--- config.mk ---
export PLATFORM = sky130hd
export DESIGN_NAME = rpn_mul
export DESIGN_NICKNAME = d
export VERILOG_FILES = /design/src/rpn_mul.sv
export SDC_FILE = /design/constraint.sdc
export NUM_CORES = 2
export LEC_CHECK = 0
export BUFFER_PORTS_ARGS = -buffer_cell sky130_fd_sc_hd__buf_4
export CAP_MARGIN = 20
export CORE_ASPECT_RATIO = 0.5
export CORE_MARGIN = 1
export CORE_UTILIZATION = 60
export DETAILED_ROUTE_END_ITERATION = 7
export PLACE_DENSITY = 0.75
export SYNTH_ARGS = -nofsm -noshare
export SYNTH_HDL_FRONTEND = slang
export SYNTH_SLANG_ARGS = --single-unit
export TNS_END_PERCENT = 20
--- constraint.sdc ---
create_clock -name clock -period 16.6 [get_ports clock]
set_input_delay 4.15 -clock clock [delete_from_list [all_inputs] [get_ports clock]]
set_output_delay 4.15 -clock clock [all_outputs]
set_load 0.05 [all_outputs]
--- src/rpn_mul.sv ---
// 64-bit wrapping multiplier built from 32x32 partial products computed in sequence.
module rpn_mul (
   input  logic        clock,
   input  logic        reset,
   input  logic        start,
   input  logic [63:0] a,
   input  logic [63:0] b,
   output logic        done,
   output logic [63:0] product
);
   logic [1:0]  step_ff, step_in;
   logic        busy_ff, busy_in;
   logic [63:0] acc_ff, acc_in;
   logic [31:0] x, y;
   logic [63:0] pp_ff;
   logic        pv_ff;

   // choose partial product operands by step
   always_comb begin
      unique case (step_ff)
         2'd0:    begin x = a[31:0];  y = b[31:0];  end
         2'd1:    begin x = a[63:32]; y = b[31:0];  end
         default: begin x = a[31:0];  y = b[63:32]; end
      endcase
   end

   always_comb begin
      busy_in = busy_ff;
      step_in = step_ff;
      acc_in  = acc_ff;
      if (start) begin
         busy_in = 1'b1;
         step_in = 2'd0;
         acc_in  = '0;
      end else if (busy_ff) begin
         if (step_ff != 2'd3) step_in = step_ff + 2'd1;
         else busy_in = 1'b0;
      end
      // accumulate the registered partial product of the previous step
      if (!start && pv_ff) begin
         if (step_ff == 2'd1) acc_in = acc_ff + pp_ff;
         else acc_in = acc_ff + {pp_ff[31:0], 32'd0};
      end
   end

   always_ff @(posedge clock) begin
      if (reset) begin
         busy_ff <= 1'b0;
         step_ff <= '0;
         pv_ff   <= 1'b0;
      end else begin
         busy_ff <= busy_in;
         step_ff <= step_in;
         pv_ff   <= busy_ff && !start && step_ff != 2'd3;
      end
      acc_ff <= acc_in;
      pp_ff  <= 64'(x) * 64'(y);
   end

   assign done    = busy_ff && step_ff == 2'd3;
   assign product = acc_in;
endmodule

Word-level counts from Yosys, hierarchy flattened
Index checks and enable logic that the tools add are counted.
{"block": "word_totals", "in_bits": 131, "out_inout_bits": 65, "reg_bits": 132, "word_cells": 29}
{"block": "op_classes", "multipliers": 1, "addsub": 3, "n_reduce_logical": 9, "mux": 8, "n_eq_ne": 3}
{"op": "$mux 64", "n": 3}
{"op": "$add 64x64->64", "n": 2}
{"op": "$mul 32x32->64", "n": 1}
{"op": "$mux 32", "n": 2}
{"op": "$logic_and 1x1->1", "n": 4}
{"op": "$reduce_or 2->1", "n": 2}
{"op": "$mux 1", "n": 3}
{"op": "$add 2x1->2 const B", "n": 1}
{"op": "$eq 2x1->1 const B", "n": 1}
{"op": "$eq 2x2->1 const B", "n": 1}
{"op": "$logic_not 2->1", "n": 1}
{"op": "$ne 2x2->1 const B", "n": 1}
{"op": "$reduce_and 2->1", "n": 1}
{"op": "$logic_not 1->1", "n": 1}

Logic depth before layout (Yosys ltp)
{"block": "depth", "ltp_word": 4, "depth_mapped": 35, "ltp_nobuf": 31}

Worst setup path before layout
No wires, ideal clock.
{"block": "synth_timing", "path_type": "input -> register", "from": "input port b[37]", "to": "register pp_ff[63]", "n_path_buf": 1, "slack_ns": 4.909, "t_arrival_ns": 11.566, "required_ns": 16.475, "cell_stages": 26, "setup_time_ns": 0.125, "path_cell_list": "mux2i_1 > clkbuf_1 > nor2_1 > fa_1 > fa_1 > fa_1 > inv_1 > fa_1 > inv_1 > fa_1 > inv_1 > fa_1 > inv_1 > fa_1 > fa_1 > ha_1 > nand2_1 > nor4_1 > or4b_4 > a2111oi_4 > o211ai_2 > a21oi_1 > a21o_1 > a221o_1 > a221oi_1 > xnor2_1"}
{"block": "synth_between", "elab_chain_cells": 2}
{"item": "start, declared", "line_no": "7", "rtl": "input logic [63:0] b,"}
{"item": "$mux 32", "line_no": "20", "rtl": "unique case (step_ff)"}
{"item": "$mul 32x32->64", "line_no": "57", "rtl": "pp_ff <= 64'(x) * 64'(y);"}
{"item": "end signal, assigned", "line_no": "57"}
{"item": "end, declared", "line_no": "15", "rtl": "logic [63:0] pp_ff;"}
Every way passes these cells.
A chain may end at the register's enable or synchronous reset.

Worst setup path in the final report
{"block": "layout_timing", "from": "input port a[14]", "to": "register pp_ff[63]"}
{"block": "layout_between", "elab_chain_cells": 2}
{"item": "start, declared", "line_no": "6", "rtl": "input logic [63:0] a,"}
{"item": "$mux 32", "line_no": "20"}
{"item": "$mul 32x32->64", "line_no": "57"}
Every way passes these cells.

==> impl.org <==
** Run status
- The flow ran to the end, and the final reports show no timing, DRC or antenna violations.

** Critical path
- Cell at the slowest stage of the critical path :: sky130_fd_sc_hd__mux2i_4
- In this run the register-to-register setup slack is 6410 ps.
- At the worst endpoint, the arrival time is 12,370 ps.
- The worst register-to-register path has a depth of 29.
- Along the worst path, the maximum fanout reaches 23.
- The endpoint identified for the worst register-to-register timing path is pp_ff[63].
- Reg-to-reg critical path startpoint :: step_ff[1]
- Crit path launch type :: input port
- The critical path is of the input port to flip-flop type.
- CP most frequent cell :: sky130_fd_sc_hd__fa_1
- In this design, the stage delay of the slowest critical-path cell is 800 ps.
- Setup crit end kind :: flip-flop
- CP required :: 16,920 ps

** Finish
- Area Growth Syn to Fin :: 7.52%
- The repair_antennas step left the layout with diodes totalling 0.
- Share of final-layout standard cells stronger than drive strength 1 :: 8.89%
- Summing all multi-input logic gate instances after layout gives 35,300 um2.
- For this run, the number of standard cells in the final layout without fillers is 5,847.
- The filler cells instantiated in the layout total 5,826.
- For this run, the post-layout net count is 6,279.
- Registers take 2640 um2.
- Area of all placed cells without fillers :: 45,000 um2

** Placed design
- Detailed placement ended at an HPWL of 117 mm.
- At the end of routability-driven placement, the weighted congestion stood at 1.02.
- The placed instances occupy a cell area of 44,400 um2.
- Count of port buffers added during placement :: 195
- OpenSTA, run right after detailed placement, puts the worst setup slack at 4160 ps.
- The number of placed instances, taps included, is 5,814.

** STA
- Slew at the pin closest to its max-slew limit :: 1040 ps
- Clock Skew :: 12.9 ps
- Setup violations remaining at the end of the flow were counted as 0.
- In the post-route analysis, the smallest setup slack over all paths is 4550 ps.
- Number of failing hold endpoints at the final stage :: 0
- Measured against its own limit, the worst slew margin works out to 29.4%.
- Achievable Freq :: 83.0 MHz
- Of the available clock period, the critical path in the final layout requires 72.6%.
- Setup repair after global routing left no endpoint under its margin.
- The number of pins exceeding their max-slew limit in the final report came to 0.
- Subtracting the final worst setup slack from the clock period gives 12,050 ps.
- For the final routed database, the setup TNS stands at 0 ps.

** Clock network
- The clock passes through at most 2 buffers.
- PostCTS Resize Cnt :: 0
- Post-CTS timing repair inserted 0 buffers for setup.
- Clock latency on the worst-skew pair, taken at its later pin, is 440 ps.
- Register clock-pin slew on the reported worst setup and hold paths :: 70 ps
- Clock tree synthesis found a total of 132 sinks.
- Number of buffers inserted during clock tree synthesis :: 17
- Number of hold buffers added after cts :: 0
- The clock tree synthesis step divided the H-tree into 4 levels.
- In this run the clock root is driven by a sky130_fd_sc_hd__clkbuf_16.
- TritonCTS built the clock tree.

** Logic synthesis
- The synthesized netlist occupies a cell area of 41,900 um2.
- Averaged over all synthesized cells, the footprint is 8.68 um2.
- Counting every instance in the synthesized netlist gives 4,826.
- Count of warnings emitted by yosys :: 0
- The number of nets in the synthesized netlist is 6,216.
- After synthesis the netlist holds a flip-flop and latch count of 132.
- Ranked by instance count, the synthesized netlist is headed by sky130_fd_sc_hd__fa_1, sky130_fd_sc_hd__inv_1, sky130_fd_sc_hd__nor2_1.
- The synthesized design contains 0 enable-type register cells.
- Top cells by area in the synthesized netlist :: sky130_fd_sc_hd__fa_1, sky130_fd_sc_hd__ha_1, sky130_fd_sc_hd__inv_1
- The synthesized design spends more area on one cell type than any other, namely sky130_fd_sc_hd__fa_1.
- In this run, distinct cell masters in the synthesized netlist total 84.
- The synthesized design devotes to its leading area cell type 42.9% of total area.
- Sequential fraction of the synthesis area :: 6.31%
- Among all flip-flop cells after synthesis, the most frequent one is sky130_fd_sc_hd__dfxtp_1.
- Cell with the most instances after synthesis :: sky130_fd_sc_hd__fa_1
- After synthesis, the share of flip-flops with an asynchronous set or reset is 0%.

** Die
- Total Die Area :: 70,900 um2
- Initial core utilization :: 60.7%
- Die width :: 376 um
- Core Box Area :: 69,000 um2
- Number of rows in the core area :: 68
- 196 I/O pins were placed.
- Height of the chip :: 189 um

** Global route
- Entering global routing, the biggest net connects 36 pins.
- First-pass GRT wire length :: 216 mm
- Vias in the first global route :: 36,700
- Overall global routing resource usage :: 41.0%
- Antenna violations before repair :: 6
- Total gr overflow :: 0

** Route
- Remaining number of nets flagged by the antenna check after routing :: 0
- DR WL/cell :: 24.5 um
- After detailed routing, the number of vias per cell comes to 6.10.
- The pre-antenna-repair detailed-routing pass consisted of 6 iterations.
- The routed design has 143 mm of wire.
- After detailed routing, the number of remaining DRC violations is 0.
- For this block, the via count after detailed routing is 35,600.
- In this run, the number of DRC markers left after iteration 0 of detailed routing was 3,995.

** Worst hold path
- Worst hold path depth :: 2
- In this run the most critical hold path is launched from acc_ff[0].
- The min-delay analysis places its worst path in the category flip-flop to flip-flop.
- Worst-case hold path end point :: acc_ff[0]

** Flow run
- Number of maximum-capacitance constraint violations :: 0
-- sequential cells by signal (all words and copies together) (netlist names) --
register / cells
acc_ff: 64
pp_ff: 64
step_ff: 2
busy_ff: 1
pv_ff: 1
-- worst max-delay path by stage --
stage          startpoint        end  cells past startpoint  slack, ps
6_report            a[14]  pp_ff[63]                     26       4550
5_1_grt             a[14]  pp_ff[63]                     26       4240
4_1_cts             a[14]  pp_ff[63]                     26       4640
3_5_place_dp        a[14]  pp_ff[63]                     26       4160
3_3_place_gp        a[14]  pp_ff[63]                     26       4440
2_1_floorplan       b[37]  pp_ff[63]                     26       4910
-- final cells by class --
cell class | count | share of cell area, %
clock inverter | 14 | 0.325
inverter | 884 | 7.37
timing repair buffer | 269 | 4.50
tap | 945 | 2.63
clock buffer | 18 | 0.975
multi-input combinational | 3585 | 78.3
sequential | 132 | 5.87
-- layout by cell type, fill, tap and decap left out, drive strengths merged, types with 62 or more instances in the layout --
cell and instances:
mux2i 66, dfxtp 132, xnor2 87, ha 361
buf 269, a21o 102, fa 898, mux2 62
o21ai 113, nand2 520, nor2 723, inv 889
a21oi 174
-- cells by family after synthesis --
logic type	Yosys count	synth area share (%)
AOI/OAI and AO/OA	602	9.53
xor gates and xnor gates	147	3.07
adders and majority gates	1259	53.7
buffers and inverters	1109	9.98
DFF	132	6.31
muxes	128	3.24
and+or+nand+nor	1449	14.2
-- metrics by stage --
step | util, % | hold slack [ps]
CTS | 65.3 | 493
detailed placement | 64.4 | 482
finish | 65.3 | 489
global route | 65.3 | 528
floorplan | - | 566
global placement | 64.4 | 470
-- per-layer routing --
| metal | part of all wire [%] | GRT usage, % |
|---|---|---|
| met5 | 0.060 | 0 |
| met4 | 5.5 | 19.7 |
| met3 | 13 | 13.0 |
| met2 | 42 | 60.8 |
| met1 | 39 | 54.7 |
-- critical path, delay by kind of cell --
| family | cells | cell delay, ps |
|---|---|---|
| adders and majority gates | 9 | 4370 |
| AOI/OAI and AO/OA | 6 | 1360 |
| and+or+nand+nor | 4 | 1210 |
| muxes | 1 | 800 |
| buffers and inverters | 5 | 320 |
| xor gates and xnor gates | 1 | 140 |
Power is not shown: default switching activity piles up to over one toggle a cycle in this logic, so the estimate is an artifact.
