<file path="config.mk">
export PLATFORM = sky130hd
export DESIGN_NAME = rpn_div
export DESIGN_NICKNAME = d
export VERILOG_FILES = /design/src/rpn_div.sv
export SDC_FILE = /design/constraint.sdc
export NUM_CORES = 1
export LEC_CHECK = 0
export ABC_AREA = 0
export BUFFER_PORTS_ARGS = -buffer_cell sky130_fd_sc_hd__buf_4
export CAP_MARGIN = 5
export CORE_MARGIN = 5
export CORE_UTILIZATION = 25
export DETAILED_ROUTE_END_ITERATION = 8
export MAX_ROUTING_LAYER = met4
export PLACE_DENSITY = 0.38
export SLEW_MARGIN = 20
export SYNTH_ARGS = -nofsm -noshare
export SYNTH_HDL_FRONTEND = slang
export SYNTH_SLANG_ARGS = --single-unit
</file>
<file path="constraint.sdc">
create_clock -name clock -period 4.4 [get_ports clock]
set_input_delay 0.22 -clock clock [delete_from_list [all_inputs] [get_ports clock]]
set_output_delay 0.22 -clock clock [all_outputs]
set_load 0.03 [all_outputs]
</file>
<file path="src/rpn_div.sv">
// Iterative signed 64-bit divider, one quotient bit per cycle, truncating toward zero.
module rpn_div (
   input  logic        clock,
   input  logic        reset,
   input  logic        start,
   input  logic [63:0] a,
   input  logic [63:0] b,
   output logic        done,
   output logic [63:0] quotient
);
   logic        busy_ff, busy_in;
   logic [6:0]  cnt_ff, cnt_in;
   logic [63:0] q_ff, q_in, r_ff, r_in, d_ff, d_in;
   logic        neg_ff, neg_in;
   logic [64:0] trial;

   assign trial = {r_ff, q_ff[63]} - {1'b0, d_ff};

   always_comb begin
      busy_in = busy_ff;
      cnt_in  = cnt_ff;
      q_in    = q_ff;
      r_in    = r_ff;
      d_in    = d_ff;
      neg_in  = neg_ff;
      if (start) begin
         busy_in = 1'b1;
         cnt_in  = 7'd0;
         q_in    = a[63] ? (64'd0 - a) : a;
         d_in    = b[63] ? (64'd0 - b) : b;
         r_in    = '0;
         neg_in  = a[63] ^ b[63];
      end else if (busy_ff && cnt_ff != 7'd64) begin
         // restoring step: shift in dividend bit, subtract when it fits
         if (!trial[64]) r_in = trial[63:0];
         else r_in = {r_ff[62:0], q_ff[63]};
         q_in   = {q_ff[62:0], !trial[64]};
         cnt_in = cnt_ff + 7'd1;
      end else if (busy_ff) begin
         busy_in = 1'b0;
      end
   end

   always_ff @(posedge clock) begin
      if (reset) begin
         busy_ff <= 1'b0;
         cnt_ff  <= '0;
      end else begin
         busy_ff <= busy_in;
         cnt_ff  <= cnt_in;
      end
      q_ff   <= q_in;
      r_ff   <= r_in;
      d_ff   <= d_in;
      neg_ff <= neg_in;
   end

   assign done     = busy_ff && cnt_ff == 7'd64;
   assign quotient = neg_ff ? (64'd0 - q_ff) : q_ff;
endmodule

</file>
* After elaboration in Yosys (flattened, before gate mapping)
Cells that the tools add are included. Widths: inputs -> output; s select.
Storage, ports and cells: register bits after elaboration 201, input port bits 131, output and inout port bits 65, logic and storage cells 29
Cells by class: $add $sub $neg 5, equal/unequal tests 3, muxes and demuxes 8, bitwise operators 1, reduce and logical (&&, ||, !) cells 5
Operators by type and width (count):
- $mux 64 | 5
- $sub 1x64->64 const A | 3
- $sub 65x64->65 | 1
- $mux 63 | 1
- $add 7x1->7 const B | 1
- $eq 7x7->1 const B | 1
- $ne 7x7->1 const B | 1
- $logic_and 1x1->1 | 2
- $mux 1 | 2
- $ne 2x2->1 const B | 1
- $reduce_bool 2->1 | 1
- $reduce_or 2->1 | 1
- $logic_not 1->1 | 1
- $xor 1x1->1 | 1

* Logic depth before layout (Yosys ltp)
Gate-level depths: netlist (run 1).
depth in word-level cells 4, depth in mapped cells 14, mapped depth without buffers 13

* Least setup slack after synthesis (run 1)
No wires, ideal clock.
path type flip-flop to flip-flop, from register d_ff[38], to register r_ff[30], setup time 0.132 ns, arrival time 3.651 ns, data required time 4.268 ns, path slack 0.616 ns, stages on the path, launching flop included 14, path buffers 2, clock period less this slack 3.784 ns, cells stage by stage edfxtp_1 > inv_1 > ha_1 > clkbuf_1 > nand2_1 > or4_1 > or3_1 > a211oi_1 > nor3_1 > o211ai_1 > xnor2_1 > clkbuf_1 > mux2i_1 > a21oi_1
On the way: cells in the longest elaborated chain, start to end 2
Ends and longest elaborated chain:
- from (decl) | RTL line 13 | logic [63:0] q_ff, q_in, r_ff, r_in, d_ff, d_in;
- from (signal assigned) | RTL line 54 | d_ff <= d_in;
- $sub 65x64->65 | RTL line 17 | assign trial = {r_ff, q_ff[63]} - {1'b0, d_ff};
- $mux 64 | RTL line 35 | if (!trial[64]) r_in = trial[63:0];
- to (signal assigned) | RTL line 53 | r_ff <= r_in;
- to (decl) | RTL line 13
No other way between the ends. A chain may end at the register's enable or synchronous reset.

* Final worst setup path (run 1)
from register q_ff[22], to output port quotient[59]
On the way: cells in the longest elaborated chain, start to end 2
Ends and longest elaborated chain:
- from (decl) | RTL line 13
- from (signal assigned) | RTL line 52 | q_ff <= q_in;
- $sub 1x64->64 | RTL line 59 | assign quotient = neg_ff ? (64'd0 - q_ff) : q_ff;
- $mux 64 | RTL line 59
- to (decl) | RTL line 9 | output logic [63:0] quotient
No other way between the ends.

==> results by group, run 1 <==
Logic synthesis
  – Top cells by area, synth: edfxtp_1, dfxtp_1, xnor2_1, ha_1, a21oi_1
  – Post-Synth Simple-Gate Area: 17.76%
  – Post-synthesis mux area share: 1.079%
  – Mapped Cells: 1871
  – Mapped Area: 15540 µm²
  – Synth Area per Inst: 8.304 µm²
  – Ys Warns: 0
  – Largest family of logic cells by synthesized area: compound AO/OA/AOI/OAI gates
  – Most common cell in the netlist: nand2_1
  – Synth Net Count: 2072
  – Most used DFF post-synth: edfxtp_1
  – Xor and xnor area share after synthesis: 13.76%
  – Synth Area in Compound Gates: 22.80%
  – Synth unique cells: 65
  – Adder-cell share of the synthesized area: 5.686%
  – Post-synth top cells: nand2_1, a21oi_1, xnor2_1
  – Number of synthesized register bits: 201
  – Synth area leader: edfxtp_1
  – EDFF count, synth: 129
  – Register area share after synthesis: 34.21%
  – Synth top area share: 24.93%
  – Ys async rst share: 0%

Global routing
  – Pin count of the biggest net entering global routing: 113
  – Overflow after GRT: 0
  – First-pass GRT wire length: 80560 µm
  – GRT Overall Usage: 15.09%
  – Initial antenna violation count: 2
  – Most Crowded Layer GR: met2
  – Met1 usage: 20.00%
  – Vias in the first global route: 14270
  – Met3 usage: 1.965%
  – GR Layer Usage met2: 25.05%

Cells and area
  – Fillers: 6597
  – Final core utilization: 32.05%
  – Final-stage net count: 2299
  – # diodes: 0
  – Fraction of layout cells with a size suffix above 1: 15.52%
  – Area grow syn2layout: 27.06%

Power
  – Maximum VDD drop: 0.0002784 V
  – Pleak: 7.551 nW
  – PD cells: 374.1 nW/µm²

Route
  – DR WL/cell: 17.52 µm
  – DR iter-0 viols: 674
  – DR pass1 iterations: 5
  – ANT nets after route: 0
  – Final wirelength: 51810 µm
  – # DRC: 0
  – Vias: 14290
  – Avg Vias per Cell: 4.833

Clocking
  – Longest Clk Path Bufs: 3
  – Clock latency on the worst-skew pair: 0.56 ns
  – Htree depth: 1
  – TritonCTS Buffers: 28
  – Clk slew on worst S/H paths: 0.06 ns
  – Root Driver: clkbuf_16
  – CTS tree: done
  – Clk sinks: 201

Timing
  – Fmax: 0.2364 GHz
  – Final min period: 4.230 ns
  – Finish-stage setup viols: 0
  – Final hold violation count: 0
  – RSZ-0062 raised after global routing: no
  – Setup_tns: 0 ns
  – Skew final: 0.008448 ns
  – Slew Limit Fails: 0
  – WHS: 0.06842 ns
  – Worst slew pin tran: 0.9001 ns
  – Slew HR: 39.46%
  – Final worst path period share: 96.13%

Place
  – Gpl congestion: 0.8309
  – DP Wirelength: 39850 µm
  – # port buffers: 195

Job
  – Number of max-cap violations: 0

Critical path
  – Req. time, crit path: 4.18 ns
  – Worst setup SP type: flip-flop
  – Crit. End Element: output port
  – Worst-path fanout max: 5
  – FF-to-FF path depth: 15
  – WS Path Type: reg -> out
  – CP Data Arrival Time: 4.01 ns

Die
  – Die footprint: 67230 µm²
  – Die W: 259.3 µm
  – Ports: 196
  – Core area: 61600 µm²
  – Initial core utilization: 25.22%
  – Height of the die: 259.3 µm
  – # rows: 91

Status
  – Status: finished, final reports clean

Min path
  – Hold path cells: 3
  – Worst hold path type: in -> reg
## layout make-up
class                      count  area (µm²)  area share (%)
timing repair buffer         290        2352           11.92
tap                          837        1047           5.305
clock buffer                  32       757.0           3.835
multi-input combinational   1476        9572           48.49
inverter                     101       379.1           1.921
clock inverter                20       317.8           1.610
sequential                   201        5315           26.93
## flip-flops by register name, indices dropped and copies added (netlist names)
signal and count:
cnt_ff 7, q_ff 64, neg_ff 1, busy_ff 1, d_ff 64, r_ff 64
## cell usage in the layout, fill, tap and decap left out, drive strengths merged, types with 19 or more instances in the layout
cell type    count
buf            228
nand2          217
a21oi          170
xnor2          161
o21ai          160
edfxtp         129
nor2           128
inv            101
xor2            83
dfxtp           72
ha              69
o31ai           63
dlygate4sd3     62
a31oi           42
or3             32
clkbuf          32
nor3            27
a21o            27
o41ai           27
or4             27
nand4           26
nand3           20
nand2b          19
## kinds of logic after synthesis
logic type	after synthesis
buffers and inverters	194
muxes	16
and+or+nand+nor	571
adders and majority gates	70
AOI/OAI and AO/OA	575
DFF	201
xor gates and xnor gates	244
## where the power goes
group	switching [mW]	internal [mW]
Clock	0.941	1.70
Combinational	1.42	0.932
Sequential	0.156	2.23
Total	2.52	4.87
## final timing paths
| check | from | to | slack [ns] |
|---|---|---|---|
| worst max-delay path | q_ff[22]$_DFFE_PP_ | quotient[59] | 0.17 |
| worst min-delay path | a[18] | q_ff[18]$_DFFE_PP_ | 0.07 |
| worst max register to register | d_ff[15]$_DFFE_PP_ | r_ff[58]$_SDFFE_PP0P_ | 0.41 |
| worst min register to register | r_ff[1]$_SDFFE_PP0P_ | r_ff[1]$_SDFFE_PP0P_ | 0.49 |
## worst max-delay path, stage by stage, from the launching register on
cell and delay, ns:
edfxtp_1 0.44, or4_1 0.58, or3_1 0.39, or3_4 0.42
or2_2 0.34, nand2b_1 0.19, nand2b_4 0.18, or2_4 0.28
o31ai_2 0.20, xnor2_1 0.21, buf_4 0.23
## routing by layer
| metal | up-vias | wire length, µm |
|---|---|---|
| li1 | 7229 | - |
| met1 | 6749 | 24610 |
| met2 | 275 | 24120 |
| met3 | 38 | 2251 |
| met4 | 0 | 824 |
| met5 | - | 0 |
## through the flow
| step | instance area, µm² | setup WS, ns | instances | total power [mW] |
|---|---|---|---|---|
| 2_1_floorplan | 15540 | 0.6162 | 1871 | 3.907 |
| 3_3_place_gp | 17950 | 0.2758 | 2840 | 4.747 |
| 3_5_place_dp | 17950 | 0.2385 | 2840 | 4.742 |
| 4_1_cts | 19720 | 0.006692 | 2957 | 7.515 |
| 5_1_grt | 19740 | 0.001754 | 2957 | 7.823 |
| 6_report | 19740 | 0.1705 | 2957 | 7.385 |
## what timing repair did
item | in CTS | in global routing
setup buffers | 3 | 0
hold endpoints to repair | 70 | 0
hold buffers | 62 | 0
pin swaps | 1 | 1
gates resized for setup | 10 | 4
gates cloned | 0 | 0
setup endpoints to repair | 5 | 6
(Power assumes the default switching activity.)
==> inputs of run 2 (changes only) <==
--- a/config.mk
+++ b/config.mk
@@ -10,9 +10,10 @@
 export CAP_MARGIN = 5
 export CORE_MARGIN = 5
 export CORE_UTILIZATION = 25
+export CTS_CLUSTER_DIAMETER = 40
 export DETAILED_ROUTE_END_ITERATION = 8
 export MAX_ROUTING_LAYER = met4
-export PLACE_DENSITY = 0.38
+export PLACE_DENSITY = 0.39
 export SLEW_MARGIN = 20
 export SYNTH_ARGS = -nofsm -noshare
 export SYNTH_HDL_FRONTEND = slang
==> constraint.sdc (replaced) <==
create_clock -name clock -period 3.4 [get_ports clock]
set_input_delay 0.17 -clock clock [delete_from_list [all_inputs] [get_ports clock]]
set_output_delay 0.17 -clock clock [all_outputs]
set_load 0.03 [all_outputs]
==> run 2 against run 1 <==
Net effect:
- the run now ends with negative setup slack left
- global-route usage is 1.2 points higher
- final cell count is 8.5% higher
- first-iteration DRC count is 3.3% lower
- register-to-register slack worse by 0.37 ns
- combinational power is 58% higher
- hold slack worse by 0.033 ns
- clock power is 84% higher
- flip-flop and latch count stayed put
- critical path type unchanged
==> results by group, run 2 (synthesized netlist as in run 1, its figures left out) <==
Cells and area
  – # diodes: 0 (unchanged)
  – Sequential Area: 5315 µm² (unchanged)
  – Area grow syn2layout: 49.46%
  – Cell Count, Final, Fillers Out: 3209 (+8.5%)
  – Most frequent cells in the layout: buf_4, nand2_1, a21oi_1, xnor2_1, o21ai_0
  – Multi-input logic area: 10360 µm² (+8.3%)
  – Final-stage net count: 2536 (+10%)
  – Largest registers: d_ff (64), q_ff (64), r_ff (64)
  – Most common cell after layout, fill and taps aside: buf_4
  – Fraction of layout cells with a size suffix above 1: 28.46% (+13 points)
  – Fillers: 6296 (-4.6%)
  – Post-route cell area: 23220 µm² (+18%)

Clocking
  – Clk sinks: 201 (unchanged)
  – CTS tree: done
  – Clk slew on worst S/H paths: 0.04 ns (-0.02 ns)
  – Root Driver: clkbuf_16
  – TritonCTS Buffers: 47 (+68%)
  – Htree depth: 2 (+1)
  – Clock latency on the worst-skew pair: 0.57 ns (about the same)
  – Longest Clk Path Bufs: 3 (unchanged)

Critical path
  – Reg2Reg Capture Point: r_ff[34]$_SDFFE_PP0P_
  – FF-to-FF path depth: 14 (-1)
  – Worst-path fanout max: 4 (-1)
  – R2r startpoint: d_ff[34]$_DFFE_PP_
  – Flop-to-flop setup slack: 0.04 ns (-0.37 ns)
  – Max incr delay on CP: 0.60 ns (+0.02 ns)
  – Req. time, crit path: 3.23 ns (-0.95 ns)
  – Crit. End Element: output port
  – WS Path Type: reg -> out
  – CP Data Arrival Time: 3.64 ns (-0.37 ns)
  – Worst setup SP type: flip-flop
  – Slowest cell on the critical path: or4_4
  – CP cell instances: or4_4 -> nor4_4 -> nand3_2 -> or3_4 -> or2_4 -> nand2b_4 -> nand2b_4 -> or2_4 -> o31ai_4 -> xnor2_2 -> buf_6

Status
  – Failing checks: negative setup slack
  – Status: complete, but fails checks

Global routing
  – First-pass GRT wire length: 86320 µm (+7.1%)
  – Initial antenna violation count: 0 (-2)
  – Overflow after GRT: 0 (unchanged)
  – GRT Overall Usage: 16.26% (+1.2 points)
  – Vias in the first global route: 15640 (+9.7%)
  – Pin count of the biggest net entering global routing: 113 (unchanged)

Power
  – Combinational share of power: 31.8% (about the same)
  – Reg power frac: 26.5% (-5.9 points)
  – Maximum VDD drop: 0.0003281 V (+18%)
  – Net switching power figure: 3.717 mW (+48%)
  – P_int: 7.974 mW (+64%)
  – Clk network pwr share: 41.7% (+5.9 points)
  – Pleak: 9.249 nW (+22%)
  – PD cells: 503.4 nW/µm² (+35%)
  – Sw Ratio: 31.79% (-2.3 points)

Route
  – DR WL met2: 26940 µm (+12%)
  – Avg Vias per Cell: 4.781 (-1.1%)
  – Wl on met1: 25600 µm (+4.0%)
  – DR iter-0 viols: 652 (-3.3%)
  – Final wirelength: 55960 µm (+8.0%)
  – ANT nets after route: 0 (unchanged)
  – # DRC: 0 (unchanged)
  – DR pass1 iterations: 5 (unchanged)
  – Wire length on met3: 2065 µm (-8.3%)
  – Vias: 15340 (+7.4%)
  – DR WL/cell: 17.44 µm (-0.47%)
  – Top sig layer: met4

Timing
  – RSZ-0062 raised after global routing: yes
  – Fmax: 0.2626 GHz
  – Slew Limit Fails: 0 (unchanged)
  – Skew final: 0.02298 ns (+0.01453 ns)
  – Setup_tns: -4.878 ns (-4.878 ns)
  – PnR worst setup slack: -0.4085 ns (-0.5789 ns)
  – Finish-stage setup viols: 23 (+23)
  – Worst slew pin tran: 0.8361 ns (-0.06396 ns)
  – Final hold violation count: 0 (unchanged)
  – Final min period: 3.808 ns
  – Final worst path period share: 112.0%
  – Slew HR: 44.26% (+4.8 points)

Die
  – Core area: 61600 µm² (unchanged)
  – Die W: 259.3 µm (unchanged)
  – Height of the die: 259.3 µm (unchanged)
  – # rows: 91 (unchanged)
  – Die footprint: 67230 µm² (unchanged)
  – Ports: 196 (unchanged)
  – Initial core utilization: 25.22% (unchanged)

Min path
  – Hold path cells: 3 (unchanged)
  – Hold wc startpoint: a[19]
  – Worst hold path type: in -> reg
  – Hold Crit Endpoint: q_ff[19]$_DFFE_PP_

Place
  – Cells after DPL: 3008 (+5.9%)
  – Gpl congestion: 0.8275 (-0.41%)
  – # port buffers: 195 (unchanged)
  – Placed inst area: 19350 µm² (+7.8%)
  – DP Wirelength: 41530 µm (+4.2%)
  – Place WS: -0.4287 ns (-0.6672 ns)

Job
  – Number of max-cap violations: 0 (unchanged)
==> run 2: worst max path at each step <==
stage | from | end | cells past startpoint
2_1_floorplan | b[15] | d_ff[61]$_DFFE_PP_ | 10
3_3_place_gp | b[15] | d_ff[61]$_DFFE_PP_ | 11
3_5_place_dp | b[15] | d_ff[61]$_DFFE_PP_ | 11
4_1_cts | q_ff[15]$_DFFE_PP_ | quotient[59] | 11
5_1_grt | q_ff[14]$_DFFE_PP_ | quotient[57] | 11
6_report | q_ff[14]$_DFFE_PP_ | quotient[59] | 11
==> run 2: final cells by class <==
class	instances	share of cell area [%]
Clock buffer	57	5.496
Sequential cell	201	22.89
Clock inverter	29	1.784
Inverter	101	1.633
Tap cell	837	4.510
Timing Repair Buffer	507	19.06
Multi-Input combinational cell	1477	44.63
==> run 2: power groups by stage <==
| stage | clock network [mW] | logic (mW) | registers, mW |
|---|---|---|---|
| final | 4.87 | 3.72 | 3.10 |
| after global routing | 5.14 | 4.05 | 3.13 |
| after CTS | 5.02 | 3.46 | 3.09 |
| after detailed placement | 0 | 3.31 | 3.12 |
| after global placement | 0 | 3.31 | 3.12 |
| after floorplan | 0 | 2.00 | 3.08 |
==> run 2: critical path: cells and delay by family, from the launching register on <==
family | cells | cell delay, ns
DFF | 1 | 0.40
xor gates and xnor gates | 1 | 0.15
AOI/OAI and AO/OA | 1 | 0.21
and+or+nand+nor | 8 | 2.18
buffers and inverters | 1 | 0.15
==> run 2: what timing repair did <==
item                       in CTS  in global routing
buffers inserted                8                 20
hold buffers                   80                  0
resized for setup              68                125
cloned                          0                  9
pin swaps                      18                 78
hold endpoints to repair       85                  0
setup endpoints to repair      82                 96
==> run 2: through the flow <==
| stage | util (%) | hold slack [ns] | power (mW) |
|---|---|---|---|
| after global routing | 37.70 | 0.02454 | 12.32 |
| after detailed placement | 31.41 | 0.3868 | 6.426 |
| after floorplan | - | 0.2424 | 5.078 |
| final | 37.70 | 0.03551 | 11.69 |
| after global placement | 31.41 | 0.3873 | 6.428 |
| after CTS | 36.10 | 0.0002953 | 11.57 |
==> run 2: metal layers <==
metal	GRT usage [%]	vias to the layer above
met5	-	-
met4	4.741	0
met3	2.393	81
met2	27.51	228
met1	20.30	7289
li1	-	7745
